## src/hw/rtl/bsmv_pkg.sv

```systemverilog
`timescale 1ns / 1ps

package bsmv_pkg;

    // Sizes fixed by the beat layout
    localparam int MAX_FEATURES_DEF = 4096;
    localparam int LANES            = 8;
    localparam int LANE_SEL_W       = $clog2(LANES);
    localparam int PAIRS            = LANES / 2;
    localparam int X_W              = 16;
    localparam int SCALE_W          = 16;
    localparam int SIGN_W           = LANES;
    localparam int ELEM_W           = 32;
    localparam int PAIR_W           = ELEM_W + 1;
    localparam int SUM_W            = ELEM_W + LANE_SEL_W;
    localparam int CFG_W            = 13;
    localparam int OUT_W            = 32;
    localparam int OUT_SHIFT        = 28;
    localparam int ADDR_W           = 3;
    localparam int DATA_W           = 32;

    localparam logic [CFG_W-1:0] LEN_RESET = 13'd4096;

    localparam logic signed [OUT_W-1:0] OUT_MAX = 32'sh7FFF_FFFF;
    localparam logic signed [OUT_W-1:0] OUT_MIN = 32'sh8000_0000;

    // Operation codes
    localparam logic OP_LOAD  = 1'b0;
    localparam logic OP_CHUNK = 1'b1;

    // Register index (word address)
    localparam logic [0:0] REG_VECTOR_LENGTH = 1'b0;

    typedef struct packed {
        logic                      op;
        logic signed [X_W-1:0]     x_value;
        logic signed [SCALE_W-1:0] column_scale;
        logic [SIGN_W-1:0]         sign_bits;
        logic signed [SCALE_W-1:0] row_scale;
    } in_beat_t;

    typedef struct packed {
        logic signed [OUT_W-1:0] row_value;
        logic                    saturated;
    } out_beat_t;

    // Per-lane strobes
    typedef struct packed {
        logic wr_en;
        logic rd_en;
        logic s2_load;
    } lane_ctrl_t;

    // Stage load strobes for the merge and scale stages
    typedef struct packed {
        logic s3_load;
        logic s4_load;
        logic acc_upd;
        logic s5_load;
        logic s6_load;
        logic out_load;
    } pipe_en_t;

endpackage

```

## src/hw/rtl/bsmv_scale.sv

```systemverilog
`timescale 1ns / 1ps

module bsmv_scale #(
    parameter int ACC_W = bsmv_pkg::ELEM_W + $clog2(bsmv_pkg::MAX_FEATURES_DEF)
) (
    input  logic                                 clk,
    input  bsmv_pkg::pipe_en_t                   en,
    input  logic signed [ACC_W-1:0]              row_sum,
    input  logic signed [bsmv_pkg::SCALE_W-1:0]  row_scale,
    output logic signed [bsmv_pkg::OUT_W-1:0]    row_value,
    output logic                                 saturated
);

    localparam int PROD_W  = bsmv_pkg::SCALE_W + ACC_W;
    localparam int SHIFT_W = PROD_W - bsmv_pkg::OUT_SHIFT;

    logic signed [PROD_W-1:0]          prod_reg;
    logic signed [SHIFT_W-1:0]         shifted;
    logic signed [bsmv_pkg::OUT_W-1:0] value_next;
    logic                              sat_next;
    logic signed [bsmv_pkg::OUT_W-1:0] value_reg;
    logic                              sat_reg;

    // Apply the row scale
    always_ff @(posedge clk)
    begin
        if (en.s6_load)
        begin
            prod_reg <= PROD_W'(row_scale) * PROD_W'(row_sum);
        end
    end

    // Floor shift: drop the fraction bits
    assign shifted = $signed(prod_reg[PROD_W-1:bsmv_pkg::OUT_SHIFT]);

    // Clip to the output range
    generate
        if (SHIFT_W > bsmv_pkg::OUT_W)
        begin : g_clip
            logic [SHIFT_W-bsmv_pkg::OUT_W:0] top_bits;

            assign top_bits = shifted[SHIFT_W-1:bsmv_pkg::OUT_W-1];

            always_comb
            begin
                if (top_bits == '0 || top_bits == '1)
                begin
                    value_next = shifted[bsmv_pkg::OUT_W-1:0];
                    sat_next   = 1'b0;
                end
                else if (shifted[SHIFT_W-1])
                begin
                    value_next = bsmv_pkg::OUT_MIN;
                    sat_next   = 1'b1;
                end
                else
                begin
                    value_next = bsmv_pkg::OUT_MAX;
                    sat_next   = 1'b1;
                end
            end
        end
        else
        begin : g_fit
            assign value_next = bsmv_pkg::OUT_W'(shifted);
            assign sat_next   = 1'b0;
        end
    endgenerate

    always_ff @(posedge clk)
    begin
        if (en.out_load)
        begin
            value_reg <= value_next;
            sat_reg   <= sat_next;
        end
    end

    assign row_value = value_reg;
    assign saturated = sat_reg;

endmodule

```

## config.mk

```make
export PLATFORM = sky130hd
export DESIGN_NAME = bsmv_scale
export DESIGN_NICKNAME = d
export VERILOG_FILES = /design/src/hw/rtl/bsmv_pkg.sv /design/src/hw/rtl/bsmv_scale.sv
export SDC_FILE = /design/constraint.sdc
export NUM_CORES = 2
export LEC_CHECK = 0
export BUFFER_PORTS_ARGS = -buffer_cell sky130_fd_sc_hd__buf_2
export CAP_MARGIN = 30
export CELL_PAD_IN_SITES_DETAIL_PLACEMENT = 1
export CELL_PAD_IN_SITES_GLOBAL_PLACEMENT = 2
export CORE_MARGIN = 5
export CORE_UTILIZATION = 38
export DETAILED_ROUTE_END_ITERATION = 8
export GPL_TIMING_DRIVEN = 1
export PLACE_DENSITY_LB_ADDON = 0.3
export SYNTH_ARGS = -nofsm -noshare
export SYNTH_HDL_FRONTEND = slang
export SYNTH_SLANG_ARGS = --single-unit
export TNS_END_PERCENT = 20
```

## constraint.sdc

```tcl
create_clock -name clk -period 7.8 [get_ports clk]
set_input_delay 1.17 -clock clk [delete_from_list [all_inputs] [get_ports clk]]
set_output_delay 1.17 -clock clk [all_outputs]
set_load 0.02 [all_outputs]
```

==> flow_summary_export.csv <==
group,metric,value,unit
status,outcome,"completed",
synth,synth.area.top_cells,"fa_1, inv_1, edfxtp_1",
synth,ys_ff_latch,64,
clocking,cts-buffers-inserted,9,
clocking,clock_sinks,64,
synth,synth_area,25300,µm²
layout,nNetsFinal,3932,
routing,drt_iter0_drc,801,
synth,synth.avg_cell_area,9.04,µm²
synth,ys_types,50,
clocking,cts_tree,"done",
synth,synth.most_common_cell,"inv_1",
routing,drtPass1Iterations,4,
placed_design,io_buffers,94,
timing,rsz0062_at_grt,"true",
routing,drc,0,
synth,syn_inst,2801,
setup_path,critPathLaunchType,"primary input",
die,start_util,38.4,%
synth,async_flop_share,0,%
timing,post-route-min-period,7.58,ns
clocking,worstSkewPairLatency,0.33,ns
clocking,h-tree-depth,3,
global_routing,grt_pass1_vias,23276,
worst_hold_path,hp-class,"reg -> reg",
synth,netlist_top_cells_count,"inv_1, fa_1, nand2_1, and2_1, ha_1",
routing,ant_nets,0,
timing,relSlewSlack,48.1,%
synth,syn-num-nets,3656,
layout,post-route-util,44.5,%
layout,area_growth,15.8,%
clocking,root_buffer,"clkbuf_16",
synth,yosysWarningCount,0,
die,coreArea,66000,µm²
setup_path,end_kind,"flop",
die,die_h,268,µm
timing,fin_crit_sh,97.2,%
synth,yosys.area.top_type,"fa_1",
routing,wirelength,78500,µm
timing,setup_tns,0,ns
setup_path,required,7.88,ns
timing,report.final.slew_viol_count,0,
layout,num-fill-cells,7728,
global_routing,grt.overflow.total,0,
layout,drive_above_1_share,13.8,%
clocking,cts_buffer_depth,2,
placed_design,placed_area,28900,µm²
layout,stdcell_area,29300,µm²
die,rows,94,
routing,via_count,19021,
global_routing,grt_max_degree,33,
setup_path,path_class,"in -> reg",
routing,wl_per_cell,19.9,µm
timing,hold_violations,0,
timing,finClkSkew,0.00377,ns
synth,synth_top_area_share,51.6,%
timing,setup_violations,0,
synth,synth-edff-count,64,
routing,vias_per_cell,4.82,
setup_path,cp.arrival,7.66,ns
timing,whs,0.415,ns
timing,worst_pin_slew,0.778,ns
synth,ys.flop_type,"edfxtp_1",
die,dieWidth,268,µm
placed_design,gp_congestion,0.871,
global_routing,grtUsageTotal,22.9,%
setup_path,worst-path-max-fanout,14,
placed_design,dp_hpwl,68900,µm
timing,max_freq,132,MHz
run,maxCapViolations,0,
synth,yosysSeqAreaShare,7.59,%
clocking,path_clk_slew,0.05,ns
global_routing,grt_pass1_wl,128000,µm
die,fp.dieArea,71900,µm²
die,ios,100,
global_routing,antenna_found_initial,1,
clocking,post_cts_buffers,0,
==> metal layers <==
layer,global-route usage [%],wire length [µm]
met1,28.9,32400
met2,43.5,42100
met3,1.68,2010
met4,4.67,1930
met5,0,13
==> layout make-up <==
type | count | area (µm²) | area share (%)
antenna | 1 | 2.50 | 0.00853
timing repair buffer | 397 | 3030 | 10.3
sequential | 64 | 1920 | 6.55
inverter | 797 | 2990 | 10.2
clock buffer | 9 | 225 | 0.768
tap | 864 | 1080 | 3.68
clock inverter | 6 | 108 | 0.367
multi-input combinational | 1808 | 20000 | 68.1
==> timing repair <==
item	CTS	global route
hold endpoints to repair	0	0
setup endpoints to repair	12	14
resized for setup	10	30
hold buffers	0	0
pin swaps	2	2
==> layout by cell type (no fill, tap or decap), types with 30 or more instances in the layout <==
| cell | n |
|---|---|
| inv_1 | 797 |
| fa_1 | 651 |
| nand2_1 | 467 |
| buf_4 | 281 |
| and2_1 | 226 |
| ha_1 | 134 |
| buf_2 | 83 |
| edfxtp_1 | 64 |
| nor2_1 | 59 |
| a21oi_1 | 52 |
| o21ai_0 | 30 |
==> logic make-up after synthesis <==
kind of cell	share of synthesized area, %
fa+ha+maj	58.3
buf+inv	13.8
simple gates	15.0
compound gates	3.91
other cells	0.0148
xor+xnor	1.45
flops	7.59
==> critical path: stages <==
cell	delay, ns
buf_6	0.15
and2_1	0.18
fa_1	0.54
inv_1	0.05
fa_1	0.48
fa_1	0.52
inv_1	0.06
fa_1	0.53
fa_1	0.50
inv_1	0.06
fa_1	0.48
inv_1	0.05
ha_1	0.31
a21oi_1	0.19
o21ai_1	0.14
a311oi_1	0.27
o21ai_1	0.17
a211o_1	0.37
a31oi_1	0.20
buf_4	0.16
o31ai_1	0.07
buf_4	0.16
a221o_1	0.35
buf_4	0.16
a211oi_1	0.24
nor2_1	0.07
==> through the flow <==
step / setup slack [ns] / instances
global placement: -0.447 / 3930
finish: 0.217 / 3946
floorplan: 0.224 / 2801
global route: -0.00550 / 3945
CTS: 0.0210 / 3945
detailed placement: -0.491 / 3930
==> final timing paths <==
check	from	endpoint	slack, ns	cells after the start
setup reg to reg	prod_reg[41]	row_value[13]	7.16	0
hold / removal	prod_reg[34]	row_value[6]	0.41	0
setup / recovery	row_scale[4]	prod_reg[52]	0.22	26
hold reg to reg	prod_reg[34]	row_value[6]	0.41	0
Power is not shown: default switching activity piles up to over one toggle a cycle in this logic, so the estimate is an artifact.
