==> src/hw/rtl/bsmv_pkg.sv <==
`timescale 1ns / 1ps

package bsmv_pkg;

    // Sizes fixed by the beat layout
    localparam int MAX_FEATURES_DEF = 4096;
    localparam int LANES            = 8;
    localparam int LANE_SEL_W       = $clog2(LANES);
    localparam int PAIRS            = LANES / 2;
    localparam int X_W              = 16;
    localparam int SCALE_W          = 16;
    localparam int SIGN_W           = LANES;
    localparam int ELEM_W           = 32;
    localparam int PAIR_W           = ELEM_W + 1;
    localparam int SUM_W            = ELEM_W + LANE_SEL_W;
    localparam int CFG_W            = 13;
    localparam int OUT_W            = 32;
    localparam int OUT_SHIFT        = 28;
    localparam int ADDR_W           = 3;
    localparam int DATA_W           = 32;

    localparam logic [CFG_W-1:0] LEN_RESET = 13'd4096;

    localparam logic signed [OUT_W-1:0] OUT_MAX = 32'sh7FFF_FFFF;
    localparam logic signed [OUT_W-1:0] OUT_MIN = 32'sh8000_0000;

    // Operation codes
    localparam logic OP_LOAD  = 1'b0;
    localparam logic OP_CHUNK = 1'b1;

    // Register index (word address)
    localparam logic [0:0] REG_VECTOR_LENGTH = 1'b0;

    typedef struct packed {
        logic                      op;
        logic signed [X_W-1:0]     x_value;
        logic signed [SCALE_W-1:0] column_scale;
        logic [SIGN_W-1:0]         sign_bits;
        logic signed [SCALE_W-1:0] row_scale;
    } in_beat_t;

    typedef struct packed {
        logic signed [OUT_W-1:0] row_value;
        logic                    saturated;
    } out_beat_t;

    // Per-lane strobes
    typedef struct packed {
        logic wr_en;
        logic rd_en;
        logic s2_load;
    } lane_ctrl_t;

    // Stage load strobes for the merge and scale stages
    typedef struct packed {
        logic s3_load;
        logic s4_load;
        logic acc_upd;
        logic s5_load;
        logic s6_load;
        logic out_load;
    } pipe_en_t;

endpackage

==> src/hw/rtl/bsmv_merge.sv <==
`timescale 1ns / 1ps

module bsmv_merge #(
    parameter int ACC_W = bsmv_pkg::ELEM_W + $clog2(bsmv_pkg::MAX_FEATURES_DEF)
) (
    input  logic                                                clk,
    input  logic                                                rst_n,
    input  bsmv_pkg::pipe_en_t                                  en,
    input  logic                                                first,
    input  logic [bsmv_pkg::LANES-1:0][bsmv_pkg::ELEM_W-1:0]    contrib,
    output logic signed [ACC_W-1:0]                             row_sum
);

    logic signed [bsmv_pkg::PAIR_W-1:0] pair_next [bsmv_pkg::PAIRS];
    logic signed [bsmv_pkg::PAIR_W-1:0] pair_reg  [bsmv_pkg::PAIRS];
    logic signed [bsmv_pkg::SUM_W-1:0]  sum_next;
    logic signed [bsmv_pkg::SUM_W-1:0]  sum_reg;
    logic signed [ACC_W-1:0]            acc_base;
    logic signed [ACC_W-1:0]            acc_next;
    logic signed [ACC_W-1:0]            acc_reg;
    logic signed [ACC_W-1:0]            row_sum_reg;

    // First tree level: neighboring lanes
    always_comb
    begin
        for (int i = 0; i < bsmv_pkg::PAIRS; i++)
        begin
            pair_next[i] = bsmv_pkg::PAIR_W'($signed(contrib[2*i]))
                         + bsmv_pkg::PAIR_W'($signed(contrib[2*i+1]));
        end
    end

    // Second tree level: all pairs
    always_comb
    begin
        sum_next = '0;
        for (int i = 0; i < bsmv_pkg::PAIRS; i++)
        begin
            sum_next = sum_next + bsmv_pkg::SUM_W'(pair_reg[i]);
        end
    end

    always_ff @(posedge clk)
    begin
        if (en.s3_load)
        begin
            for (int i = 0; i < bsmv_pkg::PAIRS; i++)
            begin
                pair_reg[i] <= pair_next[i];
            end
        end
        if (en.s4_load)
        begin
            sum_reg <= sum_next;
        end
    end

    // Start a row fresh on its first chunk
    assign acc_base = first ? '0 : acc_reg;
    assign acc_next = acc_base + ACC_W'(sum_reg);

    always_ff @(posedge clk or negedge rst_n)
    begin
        if (!rst_n)
        begin
            acc_reg <= '0;
        end
        else if (en.acc_upd)
        begin
            acc_reg <= acc_next;
        end
    end

    // Hold the finished row sum for scaling
    always_ff @(posedge clk)
    begin
        if (en.s5_load)
        begin
            row_sum_reg <= acc_next;
        end
    end

    assign row_sum = row_sum_reg;

endmodule

==> config.mk <==
export PLATFORM = sky130hd
export DESIGN_NAME = bsmv_merge
export DESIGN_NICKNAME = d
export VERILOG_FILES = /design/src/hw/rtl/bsmv_pkg.sv /design/src/hw/rtl/bsmv_merge.sv
export SDC_FILE = /design/constraint.sdc
export NUM_CORES = 1
export LEC_CHECK = 0
export ABC_AREA = 1
export ABC_CLOCK_PERIOD_IN_PS = 4100
export BUFFER_PORTS_ARGS = -buffer_cell sky130_fd_sc_hd__buf_2
export CELL_PAD_IN_SITES_DETAIL_PLACEMENT = 0
export CELL_PAD_IN_SITES_GLOBAL_PLACEMENT = 1
export CORE_MARGIN = 2
export CORE_UTILIZATION = 44
export DETAILED_ROUTE_END_ITERATION = 10
export PLACE_DENSITY_LB_ADDON = 0.1
export SYNTH_ARGS = -nofsm -noshare
export SYNTH_HDL_FRONTEND = slang
export SYNTH_SLANG_ARGS = --single-unit
export TNS_END_PERCENT = 30
==> constraint.sdc <==
create_clock -name clk -period 4.1 [get_ports clk]
set_clock_uncertainty 0.1 [all_clocks]
set_input_delay 0.82 -clock clk [delete_from_list [all_inputs] [get_ports clk]]
set_output_delay 0.82 -clock clk [all_outputs]
set_load 0.005 [all_outputs]
==> impl_metrics.yaml <==
synthesis:
  ys_warn_count: 0
  synth_compound_area_share_pct: 11.06
  synth_area_leaders: "edfxtp_1 (27%), nand2_1 (14%), ha_1 (11%)"
  synth_top_area_cell: "edfxtp_1"
  synth-main-ff-cell: "edfxtp_1"
  synth.distinct_cells: 39
  ys_seq_elements: 255
  synth_top_family_by_area: "simple AND/OR/NAND/NOR gates"
  synth-simple-area-share_pct: 26.65
  syn_avg_cell_area_um2: 7.300
  synthAdderAreaFrac_pct: 17.02
  synth_common_cells: "nand2_1 (897), inv_1 (573), nor2_1 (309), a21oi_1 (234), edfxtp_1 (211)"
  syn_area_um2: 23530
  synth_edf_count: 211
  seq_area_frac_synth_pct: 31.60
  netlist.area_leader.share_pct: 26.92
  synth_nets: 3766
  async_flop_share_pct: 17.25
  netlist_instances: 3224
  synth_xor_area_share_pct: 4.205
  synth_most_common_cell: "nand2_1"
  muxShareOfSynthArea_pct: 0
power_and_ir_drop:
  clkPwrFrac_pct: 16.0
  power.internal_w: 0.009629
  netSwitchingFraction_pct: 46.39
  p_leak_nw: 13.96
  p_seq_share_pct: 25.1
  p_comb_share_pct: 58.9
  p_per_area_nw_per_um2: 664.9
  power_switching_w: 0.008332
  peakVddDrop_uv: 396.5
cells_and_area:
  largest_reg_flops: 132
  final_nets: 4097
  drive_gt1_share_pct: 11.15
  final_area_um2: 27010
  area_delta_synth_final_pct: 14.79
grt:
  antenna_found_initial: 0
  grtUsageTotal_pct: 26.64
  grt_pass1_vias: 21590
  grt_pass1_wl_um: 115900
  grt_overflow: 0
  grt_max_degree: 94
timing:
  worst_pin_slew_ns: 1.092
  hold_viol: 0
  relSlewSlack_pct: 27.19
  drv_slew: 0
  layout_worst_path_cycle_share_pct: 89.68
  fin_tns_setup_ns: 0
  setup_viol: 0
  clock.fmax_ghz: 0.2720
  rsz0062_at_grt: "no"
  period_needed_ns: 3.677
worst_setup_path:
  critPathMaxFanout: 3
  timing.critical_path.from: "pair_reg[0][1]"
  r2r-start: "pair_reg[0][1]"
  crit_arrival_ns: 3.90
  cp-start-kind: "register"
  cp-end-kind: "register"
  critPathRequiredTime_ns: 4.32
  crit_type: "reg -> reg"
floorplanning:
  initial_core_util_pct: 44.60
  die_area_um2: 55350
  die_x_um: 235.3
  fp-row-count: 84
  core_area_um2: 52760
  pin_count: 309
  die_h_um: 235.3
placement:
  port_buffers: 306
  dp_hpwl_um: 63870
  gp_congestion: 0.9316
  placed_area_um2: 25950
worst_hold_path:
  hold_path.class: "in -> async"
detailed_routing:
  drt-pass1-iter-count: 7
  routed_wl_um: 74450
  ant_nets: 0
  drc: 0
  via_per_inst: 5.079
  via_count: 21680
  drtIter0Drc: 1270
  wire_per_inst_um: 17.44
clock_network:
  cts_made_buffers: 30
  clk_latency_ns: 0.57
  cts-root-buf: "clkbuf_16"
  cts_tree: "done"
  cts.clk_slew.worst_paths_ns: 0.06
  cts_resized: 0
  cts.sinks: 255
  htreeDepth: 1
  cts_buffer_depth: 3
  post-cts-setup-buffers: 0
  hold_buffers: 0
status:
  status: "finished clean"
job:
  maxCapViolCount: 0
cell type report:
type                            instances  area [µm²]
Fill cell                            5386       25750
Multi-Input combinational cell       2377       13870
Sequential cell                       255        7437
Inverter                              577        2166
Timing Repair Buffer                  314        1619
Tap cell                              688       860.8
Clock buffer                           36       794.5
Clock inverter                         20       264.0
Antenna cell                            1       2.502
placed cells by master, fill, tap and decap left out, types with 5 or more instances in the layout:
| master | n |
|---|---|
| nand2_1 | 897 |
| inv_1 | 573 |
| nor2_1 | 309 |
| buf_2 | 305 |
| a21oi_1 | 234 |
| edfxtp_1 | 211 |
| ha_1 | 205 |
| nand3_1 | 170 |
| o21ai_0 | 128 |
| xor2_1 | 96 |
| fa_1 | 72 |
| dfrtp_1 | 44 |
| nand4_1 | 38 |
| o21bai_1 | 35 |
| clkbuf_16 | 31 |
| nor3_1 | 30 |
| a21o_1 | 29 |
| and2_1 | 26 |
| xnor2_1 | 17 |
| o21a_1 | 12 |
| nand2_2 | 11 |
| a21boi_0 | 8 |
| a31oi_1 | 7 |
| nor4_1 | 7 |
| buf_4 | 7 |
| nor2_2 | 6 |
| nand3_2 | 6 |
| o211ai_1 | 6 |
| bufinv_16 | 6 |
| or2_1 | 5 |
| clkbuf_1 | 5 |
| clkinv_2 | 5 |
through the flow:
step / cells / power (W) / hold slack (ns) / utilization (%) / setup WS (ns)
finish: 4268 / 0.01796 / 0.3263 / 51.20 / 0.4231
global route: 4267 / 0.01964 / 0.3937 / 51.20 / 0.1377
CTS: 4267 / 0.01803 / 0.3380 / 51.20 / 0.3894
detailed placement: 4211 / 0.01509 / 0.3682 / 49.19 / 0.4027
global placement: 4211 / 0.01492 / 0.3628 / 49.19 / 0.4632
floorplan: 3224 / 0.01188 / 0.3491 / - / 0.9504
worst max-delay path: stages, from the launching register on:
cell and delay (ns):
edfxtp_1 0.33, inv_1 0.06, fa_1 0.56, fa_1 0.41, inv_1 0.08, ha_1 0.23, inv_1 0.12, fa_1 0.48
o21ai_2 0.23, nand2_1 0.08, nand2_1 0.16, nand3_1 0.10, nand2_1 0.16, nand4_1 0.16, nand3_1 0.11, nand2_1 0.06
final timing paths:
| path | endpoint | slack (ns) | cells past startpoint |
|---|---|---|---|
| max in group asynchronous | acc_reg[34] | 2.81 | 2 |
| worst min-delay path | acc_reg[4] | 0.33 | 1 |
| worst min register to register | acc_reg[36] | 0.38 | 2 |
| min in group clk | acc_reg[36] | 0.38 | 2 |
| worst max-delay path | sum_reg[33] | 0.42 | 15 |
| worst max register to register | sum_reg[33] | 0.42 | 15 |
cell families after synthesis:
group | after synthesis
and+or+nand+nor | 1518
buffers and inverters | 592
AOI/OAI and AO/OA | 469
adders and majority gates | 277
DFF | 255
xor gates and xnor gates | 113
power by group through the flow:
stage	combinational [W]	clock, W	sequential [W]
finish	0.0106	0.00288	0.00451
global route	0.0120	0.00303	0.00458
global placement	0.0104	0	0.00453
detailed placement	0.0105	0	0.00456
floorplan	0.00742	0	0.00446
CTS	0.0106	0.00293	0.00451
metal layers:
layer  vias up  wire length [µm]  GRT usage [%]
met5         -                 0              0
met4         0              2428          8.512
met3       100              2985          2.040
met2       536             35900          47.46
met1      9963             33130          34.35
li1      11080                 -              -
Power figures use the tool's default switching activity.
